===== config.mk =====
export PLATFORM = sky130hd
export DESIGN_NAME = integer_to_digits_any_base
export DESIGN_NICKNAME = d
export VERILOG_FILES = /design/src/rtl/itdab_pkg.sv /design/src/rtl/itdab_div.sv /design/src/rtl/integer_to_digits_any_base.sv
export VERILOG_INCLUDE_DIRS = /design/src /design/src/rtl
export SDC_FILE = /design/constraint.sdc
export NUM_CORES = 1
export LEC_CHECK = 0
export BUFFER_PORTS_ARGS = -buffer_cell sky130_fd_sc_hd__buf_4
export CORE_ASPECT_RATIO = 1.1
export CORE_UTILIZATION = 42
export DETAILED_ROUTE_END_ITERATION = 16
export PLACE_DENSITY = 0.7
export SLEW_MARGIN = 20
export SYNTH_ARGS = -nofsm -noshare
export SYNTH_HDL_FRONTEND = slang
export SYNTH_SLANG_ARGS = --single-unit

===== constraint.sdc =====
create_clock -name i_clk -period 11.6 [get_ports i_clk]
set_input_delay 3.48 -clock i_clk [delete_from_list [all_inputs] [get_ports i_clk]]
set_output_delay 3.48 -clock i_clk [all_outputs]
set_load 0.01 [all_outputs]

===== src/rtl/integer_to_digits_any_base_macros.svh =====
// Assertion macros for the integer to digits conversion block.
`ifndef INTEGER_TO_DIGITS_ANY_BASE_MACROS_SVH
`define INTEGER_TO_DIGITS_ANY_BASE_MACROS_SVH
`ifndef NO_ASSERTIONS
`define ITDAB_ASSERT_IMP(lbl, clk, rst_n, ante, cons, msg) \
    lbl: assert property (@(posedge clk) disable iff (!rst_n) (ante) |-> (cons)) \
        else $error(msg);
`define ITDAB_ASSERT_NXT(lbl, clk, rst_n, ante, cons, msg) \
    lbl: assert property (@(posedge clk) disable iff (!rst_n) (ante) |=> (cons)) \
        else $error(msg);
`else
`define ITDAB_ASSERT_IMP(lbl, clk, rst_n, ante, cons, msg)
`define ITDAB_ASSERT_NXT(lbl, clk, rst_n, ante, cons, msg)
`endif
`endif


===== src/rtl/itdab_pkg.sv =====
// Shared constants, types and arithmetic helpers for the digit conversion block.
`default_nettype none
package itdab_pkg;

    localparam int VALUE_W   = 64;
    localparam int NUM_BYTES = VALUE_W / 8;
    localparam int NBYTES_W  = $clog2(NUM_BYTES + 1);
    localparam int BIDX_W    = $clog2(NUM_BYTES);
    localparam int MAX_DIGITS = 64;
    localparam int MAX_RADIX  = 16;
    localparam int PTR_W     = $clog2(MAX_DIGITS);
    localparam int CNT_W     = PTR_W + 1;
    localparam int DIGIT_W   = 4;
    localparam int RADIX_W   = 5;
    localparam int CHAR_W    = 8;
    localparam int SYM_W     = 32;
    localparam int CFG_IDX_W = 3;

    localparam logic [RADIX_W-1:0] RADIX_RST = 5'd10;
    localparam logic [SYM_W-1:0]   SYM0_RST  = 32'h3332_3130;
    localparam logic [SYM_W-1:0]   SYM1_RST  = 32'h3736_3534;
    localparam logic [SYM_W-1:0]   SYM2_RST  = 32'h6261_3938;
    localparam logic [SYM_W-1:0]   SYM3_RST  = 32'h6665_6463;

    typedef enum logic [CFG_IDX_W-1:0] {
        CFG_RADIX = 3'd0,
        CFG_SYM0  = 3'd1,
        CFG_SYM1  = 3'd2,
        CFG_SYM2  = 3'd3,
        CFG_SYM3  = 3'd4
    } t_cfg_idx;

    typedef logic [3:0][SYM_W-1:0] t_sym_tab;

    typedef struct packed {
        logic               done;
        logic               zero;
        logic [DIGIT_W-1:0] digit;
    } t_div_stat;

    function automatic logic [RADIX_W-1:0] eff_radix(logic [RADIX_W-1:0] r);
        logic [RADIX_W-1:0] e;
        e = r;
        if (e < RADIX_W'(2)) begin
            e = RADIX_W'(2);
        end
        if (e > RADIX_W'(MAX_RADIX)) begin
            e = RADIX_W'(MAX_RADIX);
        end
        return e;
    endfunction

    // Returns {quotient byte, remainder}.
    function automatic logic [CHAR_W+DIGIT_W-1:0] div_byte(logic [DIGIT_W-1:0] rem_in,
                                                           logic [7:0] byte_in,
                                                           logic [RADIX_W-1:0] rdx);
        logic [RADIX_W-1:0] t;
        logic [DIGIT_W-1:0] rem;
        logic [7:0]         q;
        rem = rem_in;
        q   = '0;
        for (int i = 7; i >= 0; i--) begin
            t = {rem, byte_in[i]};
            if (t >= rdx) begin
                q[i] = 1'b1;
                t    = t - rdx;
            end
            rem = t[DIGIT_W-1:0];
        end
        return {q, rem};
    endfunction

    function automatic logic [CHAR_W-1:0] symbol_of(t_sym_tab tab, logic [DIGIT_W-1:0] d);
        logic [SYM_W-1:0] w;
        w = tab[d[3:2]];
        return w[{d[1:0], 3'b000} +: CHAR_W];
    endfunction

endpackage
`default_nettype wire


===== src/rtl/itdab_div.sv =====
// Iterative divide-by-radix unit: one byte of the quotient per cycle.
`default_nettype none
module itdab_div
    import itdab_pkg::*;
(
    input  wire logic               i_clk,
    input  wire logic               i_rst_n,
    input  wire logic               i_load,
    input  wire logic [VALUE_W-1:0] i_value,
    input  wire logic               i_start,
    input  wire logic [RADIX_W-1:0] i_radix,
    output t_div_stat               o_stat
);

    logic [VALUE_W-1:0]  r_val;
    logic [NBYTES_W-1:0] r_nbytes;
    logic [BIDX_W-1:0]   r_idx;
    logic [DIGIT_W-1:0]  r_rem;
    logic                r_busy;
    logic                r_done;
    logic                r_top_zero;

    logic [CHAR_W+DIGIT_W-1:0] step;
    logic [CHAR_W-1:0]         step_q;
    logic [DIGIT_W-1:0]        step_rem;
    logic [NBYTES_W-1:0]       top_idx;

    assign step     = div_byte(r_rem, r_val[{r_idx, 3'b000} +: 8], i_radix);
    assign step_q   = step[CHAR_W+DIGIT_W-1:DIGIT_W];
    assign step_rem = step[DIGIT_W-1:0];
    assign top_idx  = r_nbytes - NBYTES_W'(1);

    always_ff @(posedge i_clk) begin
        if (!i_rst_n) begin
            r_busy     <= 1'b0;
            r_done     <= 1'b0;
            r_nbytes   <= NBYTES_W'(NUM_BYTES);
            r_idx      <= '0;
            r_rem      <= '0;
            r_top_zero <= 1'b0;
        end else begin
            r_done <= 1'b0;
            if (i_load) begin
                r_val    <= i_value;
                r_nbytes <= NBYTES_W'(NUM_BYTES);
                r_idx    <= BIDX_W'(NUM_BYTES - 1);
                r_rem    <= '0;
                r_busy   <= 1'b1;
            end else if (i_start) begin
                r_idx  <= top_idx[BIDX_W-1:0];
                r_rem  <= '0;
                r_busy <= 1'b1;
            end else if (r_busy) begin
                r_val[{r_idx, 3'b000} +: 8] <= step_q;
                r_rem <= step_rem;
                if (NBYTES_W'(r_idx) == top_idx) begin
                    r_top_zero <= (step_q == '0);
                end
                if (r_idx == '0) begin
                    r_busy <= 1'b0;
                    r_done <= 1'b1;
                    if (r_nbytes > NBYTES_W'(1) && r_top_zero) begin
                        r_nbytes <= r_nbytes - NBYTES_W'(1);
                    end
                end else begin
                    r_idx <= r_idx - BIDX_W'(1);
                end
            end
        end
    end

    assign o_stat.done  = r_done;
    assign o_stat.zero  = (r_val == '0);
    assign o_stat.digit = r_rem;

endmodule
`default_nettype wire


===== src/rtl/integer_to_digits_any_base.sv =====
// Top level: unsigned 64-bit integer to digit characters in a configurable base.
// Converts one 64-bit value at a time and emits its digits most significant first,
// one request per digit, each mapped through the 16-entry symbol table, the final
// digit flagged by o_last_digit; zero gives one symbol-0 digit. Bases outside 2..16
// are clamped to that range. Each digit costs one division pass through the shared
// byte-wide divider, which steps through B quotient bytes, where B is the count of
// bytes still carried (starts at 8, drops by at most one per digit as it shrinks).
// Emission then reads each digit back from the digit store through S_RD, S_LOAD and
// S_OUT, holding in S_OUT until i_ready is high. o_ready is high only while the
// block is idle.
// Configuration is written through i_cfg_we / i_cfg_idx / i_cfg_data while idle.
`default_nettype none
`include "integer_to_digits_any_base_macros.svh"
module integer_to_digits_any_base
    import itdab_pkg::*;
(
    input  wire logic                 i_clk,
    input  wire logic                 i_rst_n,
    input  wire logic                 i_cfg_we,
    input  wire logic [CFG_IDX_W-1:0] i_cfg_idx,
    input  wire logic [SYM_W-1:0]     i_cfg_data,
    input  wire logic                 i_valid,
    output logic                      o_ready,
    input  wire logic [VALUE_W-1:0]   i_value,
    output logic                      o_valid,
    input  wire logic                 i_ready,
    output logic [CHAR_W-1:0]         o_digit_char,
    output logic                      o_last_digit
);

    typedef enum logic [2:0] {
        S_IDLE,
        S_DIV,
        S_RD,
        S_LOAD,
        S_OUT
    } t_state;

    t_state              r_state;
    logic [RADIX_W-1:0]  r_radix;
    t_sym_tab            r_sym;
    logic [CNT_W-1:0]    r_cnt;
    logic [PTR_W-1:0]    r_ptr;
    logic [DIGIT_W-1:0]  r_rd_data;
    logic [DIGIT_W-1:0]  r_mem [MAX_DIGITS];
    logic                r_out_valid;
    logic [CHAR_W-1:0]   r_out_char;
    logic                r_out_last;

    t_div_stat           div_stat;
    logic                div_load;
    logic                div_start;
    logic                wr_en;
    logic                finish;
    logic [CNT_W-1:0]    cnt_next;
    logic [RADIX_W-1:0]  radix_eff;

    assign radix_eff = eff_radix(r_radix);
    assign o_ready   = (r_state == S_IDLE);
    assign div_load  = i_valid && o_ready;
    assign wr_en     = (r_state == S_DIV) && div_stat.done;
    assign cnt_next  = r_cnt + CNT_W'(1);
    assign finish    = div_stat.zero || (cnt_next == CNT_W'(MAX_DIGITS));
    assign div_start = wr_en && !finish;

    itdab_div u_div (
        .i_clk   (i_clk),
        .i_rst_n (i_rst_n),
        .i_load  (div_load),
        .i_value (i_value),
        .i_start (div_start),
        .i_radix (radix_eff),
        .o_stat  (div_stat)
    );

    always_ff @(posedge i_clk) begin
        if (!i_rst_n) begin
            r_radix <= RADIX_RST;
            r_sym   <= {SYM3_RST, SYM2_RST, SYM1_RST, SYM0_RST};
        end else if (i_cfg_we) begin
            unique case (i_cfg_idx)
                CFG_RADIX: r_radix  <= i_cfg_data[RADIX_W-1:0];
                CFG_SYM0:  r_sym[0] <= i_cfg_data;
                CFG_SYM1:  r_sym[1] <= i_cfg_data;
                CFG_SYM2:  r_sym[2] <= i_cfg_data;
                CFG_SYM3:  r_sym[3] <= i_cfg_data;
                default: ;
            endcase
        end
    end

    always_ff @(posedge i_clk) begin
        if (wr_en) begin
            r_mem[r_cnt[PTR_W-1:0]] <= div_stat.digit;
        end
        r_rd_data <= r_mem[r_ptr];
    end

    always_ff @(posedge i_clk) begin
        if (!i_rst_n) begin
            r_state     <= S_IDLE;
            r_cnt       <= '0;
            r_ptr       <= '0;
            r_out_valid <= 1'b0;
            r_out_last  <= 1'b0;
        end else begin
            unique case (r_state)
                S_IDLE: begin
                    if (div_load) begin
                        r_cnt   <= '0;
                        r_state <= S_DIV;
                    end
                end
                S_DIV: begin
                    if (div_stat.done) begin
                        r_cnt <= cnt_next;
                        if (finish) begin
                            r_ptr   <= r_cnt[PTR_W-1:0];
                            r_state <= S_RD;
                        end
                    end
                end
                S_RD: begin
                    r_state <= S_LOAD;
                end
                S_LOAD: begin
                    r_out_char  <= symbol_of(r_sym, r_rd_data);
                    r_out_last  <= (r_ptr == '0);
                    r_out_valid <= 1'b1;
                    r_state     <= S_OUT;
                end
                S_OUT: begin
                    if (i_ready) begin
                        r_out_valid <= 1'b0;
                        if (r_out_last) begin
                            r_state <= S_IDLE;
                        end else begin
                            r_ptr   <= r_ptr - PTR_W'(1);
                            r_state <= S_RD;
                        end
                    end
                end
                default: r_state <= S_IDLE;
            endcase
        end
    end

    assign o_valid      = r_out_valid;
    assign o_digit_char = r_out_char;
    assign o_last_digit = r_out_last;

    `ITDAB_ASSERT_IMP(a_no_accept_while_out, i_clk, i_rst_n,
        o_valid, !o_ready, "request accepted while a digit is pending")
    `ITDAB_ASSERT_IMP(a_done_in_div, i_clk, i_rst_n,
        div_stat.done, r_state == S_DIV, "divider finished outside the division phase")
    `ITDAB_ASSERT_IMP(a_last_at_bottom, i_clk, i_rst_n,
        o_valid && o_last_digit, r_ptr == '0, "last digit flagged above the bottom entry")
    `ITDAB_ASSERT_NXT(a_finish_to_read, i_clk, i_rst_n,
        wr_en && finish, r_state == S_RD && r_cnt != '0, "conversion end did not start emission")
    `ITDAB_ASSERT_IMP(a_count_bound, i_clk, i_rst_n,
        r_state == S_OUT, r_cnt <= CNT_W'(MAX_DIGITS) && r_cnt != '0, "digit count out of range")

endmodule
`default_nettype wire

# Word level (Yosys, flattened, before mapping)
# Memory sizes are Yosys's and may differ from the RTL's. A register that Yosys moved wholly into a read port is not among the register bits.
# Cells that the tools add are included.
# word_totals
regBits,237
ramBits,256
input_bits,104
output_inout_bits,11
wordCells,154
mem_count,1
# memory_table
name,depth,width,rd,rd_clocked_by_memory_dff,write_ports,line_no,text
r_mem,64,4,1,1,1,integer_to_digits_any_base.sv:45,logic [DIGIT_W-1:0] r_mem [MAX_DIGITS];
# op_classes
add_sub_neg,13
n_lt_le_gt_ge,12
n_eq_ne,17
shift,4
n_mux,51
bitwise,4
reduce_logical,34
# ops
op,n
$mux 64,3
$bmux 32 s2,1
$bwmux 64,1
$logic_not 64->1,1
$shift 8x8->64 const A,1
$shiftx 64x7->8,1
$shiftx 8x8->64,1
$ge 5x5->1,8
$mux 32,1
$mux 4,8
$shiftx 32x6->8,1
$sub 4x4->4,8
$mux 3,8
$mux 6,4
$mux 1,16
$reduce_and 2->1,8
$pmux 3 s5,1
$mux 7,2
$pmux 7 s2,1
$eq 3x2->1 const B,4
$pmux 6 s2,1
$reduce_and 4->1,3
$mux 5,2
$logic_not 3->1,3
other kinds (31),47

# Longest topological paths before layout
# Gate-level depths: netlist (run 1).
# depth
ltp_word,25
depth_mapped,58
ltp_nobuf,54

# By module
# From an unflattened synthesis (run 1), not the netlist that was laid out.
# unflattened
cells_unflattened,1862
area_unflattened_um2,22930.7
# modules_own_cells
mod,n_inst,cells_per_inst,area_each_um2,seq_area_each_um2
integer_to_digits_any_base,1,1284,17179.0,11030.6
itdab_div,1,578,5751.8,2202.1

# Worst setup path before layout (run 1)
# OpenSTA, ideal clock, no wires.
# synth_timing
kind,register to register
startpoint,register u_div.r_rem[1]
endpoint,register u_div.r_rem[0]
setup_time_ps,68
t_arrival_ps,11665
required_time_ps,11532
setup_slack_ps,-133
stages_incl_launch_ff,51
n_path_buf,1
synth_period_minus_slack_ps,11733
path_cell_list,dfxtp_1 ha_1 a21oi_1 o21ai_0 a31oi_1 mux2i_1 ha_1 a31oi_1 o21a_1 mux2i_1 inv_1 ha_1 a21oi_1 o21ai_0 a31oi_1 nor2_1 a21oi_1 inv_1 (+15 left out) a21oi_1 o21ai_0 a31oi_1 o21ai_0 ha_1 a21oi_1 o21ai_0 o41ai_2 nor2_1 or2_2 ha_1 a21o_1 a31oi_1 o21a_1 buf_1 mux2i_1 mux2i_1 nor2_1
# synth_between
elab_chain_cells,16
word_cells_on_any_way,23
classes_between,add/sub: 7; order compare: 8; mux: 8
# synth_rtl
item,line_no,text
from (decl),itdab_div.sv:18,logic [DIGIT_W-1:0] r_rem;
from (signal assigned),itdab_div.sv:55,r_rem <= step_rem;
$sub 4x4->4 or $ge 5x5->1 (tied branches),"itdab_pkg.sv:66, itdab_pkg.sv:64",
$mux 4 *,itdab_pkg.sv:64,if (t >= rdx) begin
$sub 4x4->4 or $ge 5x5->1 (tied branches),"itdab_pkg.sv:66, itdab_pkg.sv:64",
$mux 4 *,itdab_pkg.sv:64,
$ge 5x5->1 or $sub 4x4->4 (tied branches),"itdab_pkg.sv:64, itdab_pkg.sv:66",
$mux 4 *,itdab_pkg.sv:64,
$sub 4x4->4 or $ge 5x5->1 (tied branches),"itdab_pkg.sv:66, itdab_pkg.sv:64",
$mux 4 *,itdab_pkg.sv:64,
$sub 4x4->4 or $ge 5x5->1 (tied branches),"itdab_pkg.sv:66, itdab_pkg.sv:64",
$mux 4 *,itdab_pkg.sv:64,
$sub 4x4->4 or $ge 5x5->1 (tied branches),"itdab_pkg.sv:66, itdab_pkg.sv:64",
$mux 4 *,itdab_pkg.sv:64,
$ge 5x5->1 or $sub 4x4->4 (tied branches),"itdab_pkg.sv:64, itdab_pkg.sv:66",
$mux 4 *,itdab_pkg.sv:64,
$ge 5x5->1 *,itdab_pkg.sv:64,
$mux 4 *,itdab_pkg.sv:64,
# Every way passes the cells marked *; elsewhere a longest branch is shown, timed or not.
# A chain may end at the register's enable or synchronous reset.

# Worst setup path after layout (run 1)
# layout_timing
startpoint,register u_div.r_idx[0]
endpoint,register u_div.r_rem[3]
# layout_between
elab_chain_cells,17
word_cells_on_any_way,25
classes_between,add/sub: 8; order compare: 8; shift: 1; mux: 8
# layout_rtl
item,line_no,text
from (decl),itdab_div.sv:17,logic [BIDX_W-1:0] r_idx;
from (signal assigned),itdab_div.sv:46,r_idx <= BIDX_W'(NUM_BYTES - 1);
from (signal assigned),itdab_div.sv:50,r_idx <= top_idx[BIDX_W-1:0];
from (signal assigned),itdab_div.sv:66,r_idx <= r_idx - BIDX_W'(1);
$shiftx 64x7->8 *,itdab_div.sv:28,"assign step = div_byte(r_rem, r_val[{r_idx, 3'b000} +: 8], i_radix);"
$sub 4x4->4 or $ge 5x5->1 (tied branches),"itdab_pkg.sv:66, itdab_pkg.sv:64",
$mux 4,itdab_pkg.sv:64,
$sub 4x4->4 or $ge 5x5->1 (tied branches),"itdab_pkg.sv:66, itdab_pkg.sv:64",
$mux 4,itdab_pkg.sv:64,
$sub 4x4->4 or $ge 5x5->1 (tied branches),"itdab_pkg.sv:66, itdab_pkg.sv:64",
$mux 4,itdab_pkg.sv:64,
$sub 4x4->4 or $ge 5x5->1 (tied branches),"itdab_pkg.sv:66, itdab_pkg.sv:64",
$mux 4,itdab_pkg.sv:64,
$ge 5x5->1 or $sub 4x4->4 (tied branches),"itdab_pkg.sv:64, itdab_pkg.sv:66",
$mux 4,itdab_pkg.sv:64,
$sub 4x4->4 or $ge 5x5->1 (tied branches),"itdab_pkg.sv:66, itdab_pkg.sv:64",
$mux 4,itdab_pkg.sv:64,
$sub 4x4->4 or $ge 5x5->1 (tied branches),"itdab_pkg.sv:66, itdab_pkg.sv:64",
$mux 4,itdab_pkg.sv:64,
$sub 4x4->4 or $ge 5x5->1 (tied branches),"itdab_pkg.sv:66, itdab_pkg.sv:64",
$mux 4 *,itdab_pkg.sv:64,
# Marked as above.

==> metrics.cfg, run 1 <==
[clock_network]
clkSinkCount=497
clk_pin_slew_worst_paths_ns=0.06
hold_buffers=0
clock_latency_ns=0.60
h-tree-depth=2
cts_tree=built
cts_buffer_depth=3
cts_made_buffers=47
root_buffer=clkbuf_16

[yosys]
synth.distinct_cells=77
synth_cells=1850
ys_async_sr_fraction_pct=0
synth_edf_count=328
synth_area_sq_um=23100
synth_seq_cells=497
synth_compound_area_share_pct=9.04
yosysTopAreaCell=edfxtp_1
yosysWarnings=0
ys_seq_area_share_pct=57.2
synthMuxAreaShare_pct=14.3
synth_top_area_share_pct=42.6
syn_nets=2009
synth_xor_area_share_pct=0.870
synthTopCellsByArea=edfxtp_1 43%, dfxtp_1 15%, mux4_2 12%
synth_simple_gate_area_share_pct=12.6
synth_top_family_by_area=multiplexers
avgSynthCellArea_sq_um=12.5
synthAdderAreaFrac_pct=3.23
ys.flop_type=edfxtp_1

[drt]
ant_nets=0
drtIter0Drc=1406
wire_per_inst_microns=21.1
num_vias=15675
wirelength_microns=57400
drtPass1Iterations=6
vias_per_cell=5.77
drc=0

[timing]
setup-violations-final=0
skew_ns=0.0309
final-hold-violation-count=0
drv_slew=0
period_minus_slack_ns=11.03
period_share_pct=95.1
max_freq_mhz=90.7
timing.slew.headroom_pct=25.8
worstMarginPinSlew_ns=1.10

[critical_path]
crit_path_max_incr_delay_ns=0.62
r2r_cells=46
cp.required_ns=12.10
reg2reg_from=u_div.r_idx[0]
crit_slowest_cell=mux4_1
cp.arrival_ns=11.53
end_kind=flop
crit_top_cell=ha_1
r2r_setup_slack_ns=0.57
path_class=reg -> reg
startpoint_type=flop
cp_max_fo=8
regToRegEndpoint=u_div.r_rem[3]

[layout]
multi_input_area_sq_um=9380
final_common_cell=nand2_1
fin_cells=2717
antenna_cells=0
n_fill_cell=4609
drive_above_1_share_pct=21.7
register_area_sq_um=13200
area_delta_synth_final_pct=14.7
nets=2111
final_cell_mix=362 x nand2_1, 328 x edfxtp_1, 167 x buf_4

[floorplanning]
initial_utilization_pct=42.8
ios=115
row_count=89
core_sq_um=54000
dieWidth_microns=226
dieArea_sq_um=56000
die_height_microns=248

[global_routing]
grt_use_met2_pct=35.4
globalRoute.busiestLayer=met2
grt_pass1_wl_microns=89400
grt-ovfl-total=0
grt_antenna_before_repair=0
grt_max_degree=130
grt_pass1_vias=15830
met3_usage_pct=3.63
grt_usage_pct=20.7
grt_use_met1_pct=25.5

[placement]
placedCellCount=2620
place_congestion=0.901
io_buffers=114
post-dp-hpwl_microns=38000

[worst_hold_path]
min_path_cells=2
hold_end=r_sym[48]
hp-start=r_sym[48]
hold_path_class=reg -> reg

[outcome]
status=finished clean

[job]
maxCapViolCount=0

==> worst max-delay path, delay by kind of cell, from the launching register on <==
family	cells	cell delay [ns]
muxes	4	1.39
and+or+nand+nor	8	1.07
adders and majority gates	8	2.45
AOI/OAI and AO/OA	23	5.26
buffers and inverters	3	0.36
DFF	1	0.39
==> metrics by stage <==
step / setup TNS [ns] / utilization (%) / hold slack [ns] / cell area (sq um) / worst slack (ns)
final: 0 / 49.1 / 0.465 / 26500 / 0.570
after global routing: -0.119 / 49.1 / 0.477 / 26500 / -0.0726
after CTS: -0.0122 / 48.9 / 0.467 / 26400 / -0.0122
after detailed placement: -5.82 / 45.8 / 0.453 / 24700 / -0.516
after global placement: -0.0131 / 45.8 / 0.445 / 24700 / -0.00549
after floorplan: 0 / - / 0.435 / 23100 / 0.0152
==> flip-flops by register name (all words and copies together) (netlist names) <==
| name | cells |
|---|---|
| o_valid | 1 |
| o_digit_char | 8 |
| u_div.r_rem | 4 |
| r_sym | 128 |
| u_div.r_top_zero | 1 |
| o_last_digit | 1 |
| u_div.r_done | 1 |
| u_div.r_val | 64 |
| r_radix | 5 |
| r_cnt | 7 |
| r_ptr | 6 |
| u_div.r_idx | 3 |
| u_div.r_nbytes | 4 |
| r_state | 3 |
| r_rd_data | 4 |
| u_div.r_busy | 1 |
| r_mem | 256 |
==> synth_stat cells, types with 9 or more instances <==
cell type and count:
mux4_1 9, ha_1 47, dfxtp_1 169, a21o_1 15, inv_1 31, o31ai_1 11
or2_2 9, nor2b_1 18, nor2_1 107, a31oi_1 9, mux4_2 120, nor4_1 20
nand2_1 362, o21ai_0 72, nand4_1 12, a21boi_0 76, buf_1 11, a21oi_1 38
clkbuf_1 73, nor3_1 11, a22o_1 24, nand3_1 74, buf_2 20, xnor2_1 15
mux2i_1 32, edfxtp_1 328
==> metal layers <==
metal | routed length, microns | part of all wire [%]
met4 | 2220 | 3.9
met5 | 0 | 0
met2 | 28700 | 50
met1 | 22800 | 40
met3 | 3740 | 6.5
==> final cells by class <==
cell class / count / area share [%]
Inverter: 33 / 0.467
Clock inverter: 29 / 1.27
Tap cell: 728 / 3.43
Sequential cell: 497 / 49.9
Multi-Input combinational cell: 1205 / 35.3
Timing Repair Buffer: 168 / 4.77
Clock buffer: 57 / 4.81
==> worst max-delay path by stage <==
| stage | startpoint | endpoint | slack (ns) | depth (start not counted) |
|---|---|---|---|---|
| 3_5_place_dp | u_div.r_idx[0] | u_div.r_rem[0] | -0.52 | 53 |
| 3_3_place_gp | u_div.r_idx[0] | u_div.r_rem[0] | -0.005 | 53 |
| 4_1_cts | u_div.r_idx[0] | u_div.r_rem[0] | -0.01 | 53 |
| 6_report | u_div.r_idx[0] | u_div.r_rem[3] | 0.57 | 46 |
| 2_1_floorplan | u_div.r_idx[0] | u_div.r_rem[0] | 0.02 | 53 |
| 5_1_grt | u_div.r_idx[0] | u_div.r_top_zero | -0.07 | 54 |
==> logic make-up (layout without fill, tap and decap cells) <==
logic type / count (synthesis) / count (layout)
xor gates and xnor gates: 23 / 23
DFF: 497 / 497
buffers and inverters: 148 / 287
muxes: 165 / 165
adders and majority gates: 55 / 55
AOI/OAI and AO/OA: 302 / 302
and+or+nand+nor: 660 / 660
==> what timing repair did <==
| item | CTS | global route |
|---|---|---|
| pin swaps | 3 | 5 |
| gates resized for setup | 7 | 24 |
| buffers inserted | 4 | 7 |
| setup endpoints to repair | 13 | 13 |
Power of run 1 is not shown: default switching activity piles up to over one toggle a cycle in this logic, so the estimate is an artifact.
==> inputs of run 2 (changes only) <==
clock period = 9.7 ns   (was 11.6 ns; I/O delays follow)
==> run 2 against run 1 <==
Net effect:
- the flow now finishes with violations (setup timing)
- first-iteration DRC count down 2.9%
- critical path type unchanged
- via count up 2.3%
- core utilization up 2.5 points
- non-clock buffer count up 94
==> metrics.cfg, run 2 (synthesized netlist as in run 1, its figures left out) <==
[critical_path]
crit_path_max_incr_delay_ns=0.56  ; was 0.62 ns
path_class=reg -> reg  ; unchanged
crit_start=u_div.r_idx[0]  ; unchanged
cp.required_ns=10.06  ; was 12.10 ns
startpoint_type=flop  ; unchanged
r2r_cells=51  ; was 46
r2r_setup_slack_ns=-0.30  ; was 0.57 ns
cp_max_fo=6  ; was 8
crit_end=u_div.r_val[40]  ; was u_div.r_rem[3]
crit_top_cell=ha_4  ; was ha_1
cp.arrival_ns=10.36  ; was 11.53 ns
reg2reg_from=u_div.r_idx[0]  ; unchanged
end_kind=flop  ; unchanged
regToRegEndpoint=u_div.r_val[40]  ; was u_div.r_rem[3]
crit_slowest_cell=mux4_2  ; was mux4_1

[global_routing]
grt_pass1_vias=16128  ; was 15830
grt-ovfl-total=0  ; unchanged
grt_pass1_wl_microns=91500  ; was 89400 microns
grt_usage_pct=21.1  ; was 20.7%
grt_max_degree=122  ; was 130
grt_antenna_before_repair=0  ; unchanged

[timing]
period_minus_slack_ns=10.0  ; was 11.03 ns
period_share_pct=103  ; was 95.1%
setup-violations-final=13  ; was 0
setup_slack_ns=-0.300  ; was 0.570 ns
drv_slew=0  ; unchanged
final-hold-violation-count=0  ; unchanged
max_freq_mhz=100  ; was 90.7 MHz
skew_ns=0.0389  ; was 0.0309 ns
hold_slack_ns=0.463  ; was 0.465 ns
worstMarginPinSlew_ns=1.07  ; was 1.10 ns
rsz0062_at_grt=yes
timing.slew.headroom_pct=28.5  ; was 25.8%

[clock_network]
hold_buffers=0  ; unchanged
cts_made_buffers=49  ; was 47
root_buffer=clkbuf_16  ; unchanged
clock_latency_ns=0.62  ; was 0.60 ns
cts_buffer_depth=3  ; unchanged
h-tree-depth=2  ; unchanged
cts_tree=built  ; unchanged
clkSinkCount=497  ; unchanged
clk_pin_slew_worst_paths_ns=0.06  ; about the same

[layout]
final_cell_mix=354 x nand2_1, 328 x edfxtp_1, 253 x buf_4  ; was 362 x nand2_1, 328 x edfxtp_1, 167 x buf_4
fin_util_pct=51.7  ; was 49.1%
nets=2207  ; was 2111
final_common_cell=nand2_1  ; unchanged
stdcell_area_sq_um=27900  ; was 26500 sq um
area_delta_synth_final_pct=20.6  ; was 14.7%
drive_above_1_share_pct=28.7  ; was 21.7%
largest_reg_flops=256  ; unchanged
antenna_cells=0  ; unchanged
n_fill_cell=4440  ; was 4609
fin_cells=2817  ; was 2717

[drt]
drtPass1Iterations=7  ; was 6
wire_per_inst_microns=20.9  ; was 21.1 microns
vias_per_cell=5.69  ; was 5.77
drc=0  ; unchanged
ant_nets=0  ; unchanged
drtIter0Drc=1365  ; was 1406
wirelength_microns=58800  ; was 57400 microns
num_vias=16034  ; was 15675

[job]
maxCapViolCount=0  ; unchanged

[floorplanning]
initial_utilization_pct=42.8  ; unchanged
core_sq_um=54000  ; unchanged
dieArea_sq_um=56000  ; unchanged
dieWidth_microns=226  ; unchanged
ios=115  ; unchanged
row_count=89  ; unchanged
die_height_microns=248  ; unchanged

[placement]
io_buffers=114  ; unchanged
placedCellCount=2694  ; was 2620
place_congestion=0.906  ; was 0.901
dpl_cell_area_sq_um=25600  ; was 24700 sq um
post-dp-hpwl_microns=38900  ; was 38000 microns

[outcome]
status=finished, violations left  ; was finished clean
violations=setup timing

[worst_hold_path]
hold_path_class=reg -> reg  ; unchanged

-- run 2: worst max-delay path: cells and delay by family, from the launching register on --
kind | cells | cell delay, ns
AOI/OAI and AO/OA | 25 | 4.58
adders and majority gates | 8 | 2.03
buffers and inverters | 6 | 0.60
DFF | 1 | 0.38
muxes | 4 | 1.32
and+or+nand+nor | 8 | 0.83
-- run 2: layout make-up --
type                            instances  area (sq um)  share of cell area, %
Timing Repair Buffer                  262          2000                   7.17
Clock inverter                         29           277                  0.991
Clock buffer                           63          1330                   4.76
Tap cell                              728           911                   3.26
Inverter                               33           124                  0.444
Multi-Input combinational cell       1205         10000                   35.9
Sequential cell                       497         13300                   47.5
-- run 2: metal layers --
metal	part of all wire [%]	up-vias	GRT usage, %
met5	0	-	0
met4	3.5	0	7.86
met3	6.3	140	3.23
met2	49	581	36.2
met1	41	8002	27.1
li1	-	7311	-
-- run 2: through the flow --
step | TNS (ns) | setup WS (ns)
6_report | -3.04 | -0.300
5_1_grt | -8.32 | -0.701
4_1_cts | -0.861 | -0.0943
3_5_place_dp | -6.06 | -0.523
3_3_place_gp | -2.18 | -0.222
2_1_floorplan | -3.42 | -0.355
-- run 2: what timing repair did --
item	in CTS	in global routing
buffers inserted	18	13
resized for setup	66	39
endpoints found under the hold margin	0	0
pin swaps	21	34
endpoints found under the setup margin	13	13
-- run 2: worst min path at each step --
stage	from	endpoint	slack, ns	cells past startpoint
2_1_floorplan	u_div.r_top_zero	u_div.r_top_zero	0.44	2
3_3_place_gp	r_sym[24]	r_sym[24]	0.44	2
3_5_place_dp	r_sym[57]	r_sym[57]	0.45	2
4_1_cts	r_sym[57]	r_sym[57]	0.47	2
5_1_grt	r_sym[115]	r_sym[115]	0.48	2
6_report	r_sym[57]	r_sym[57]	0.46	2
Power of run 2 is left out for the same reason.
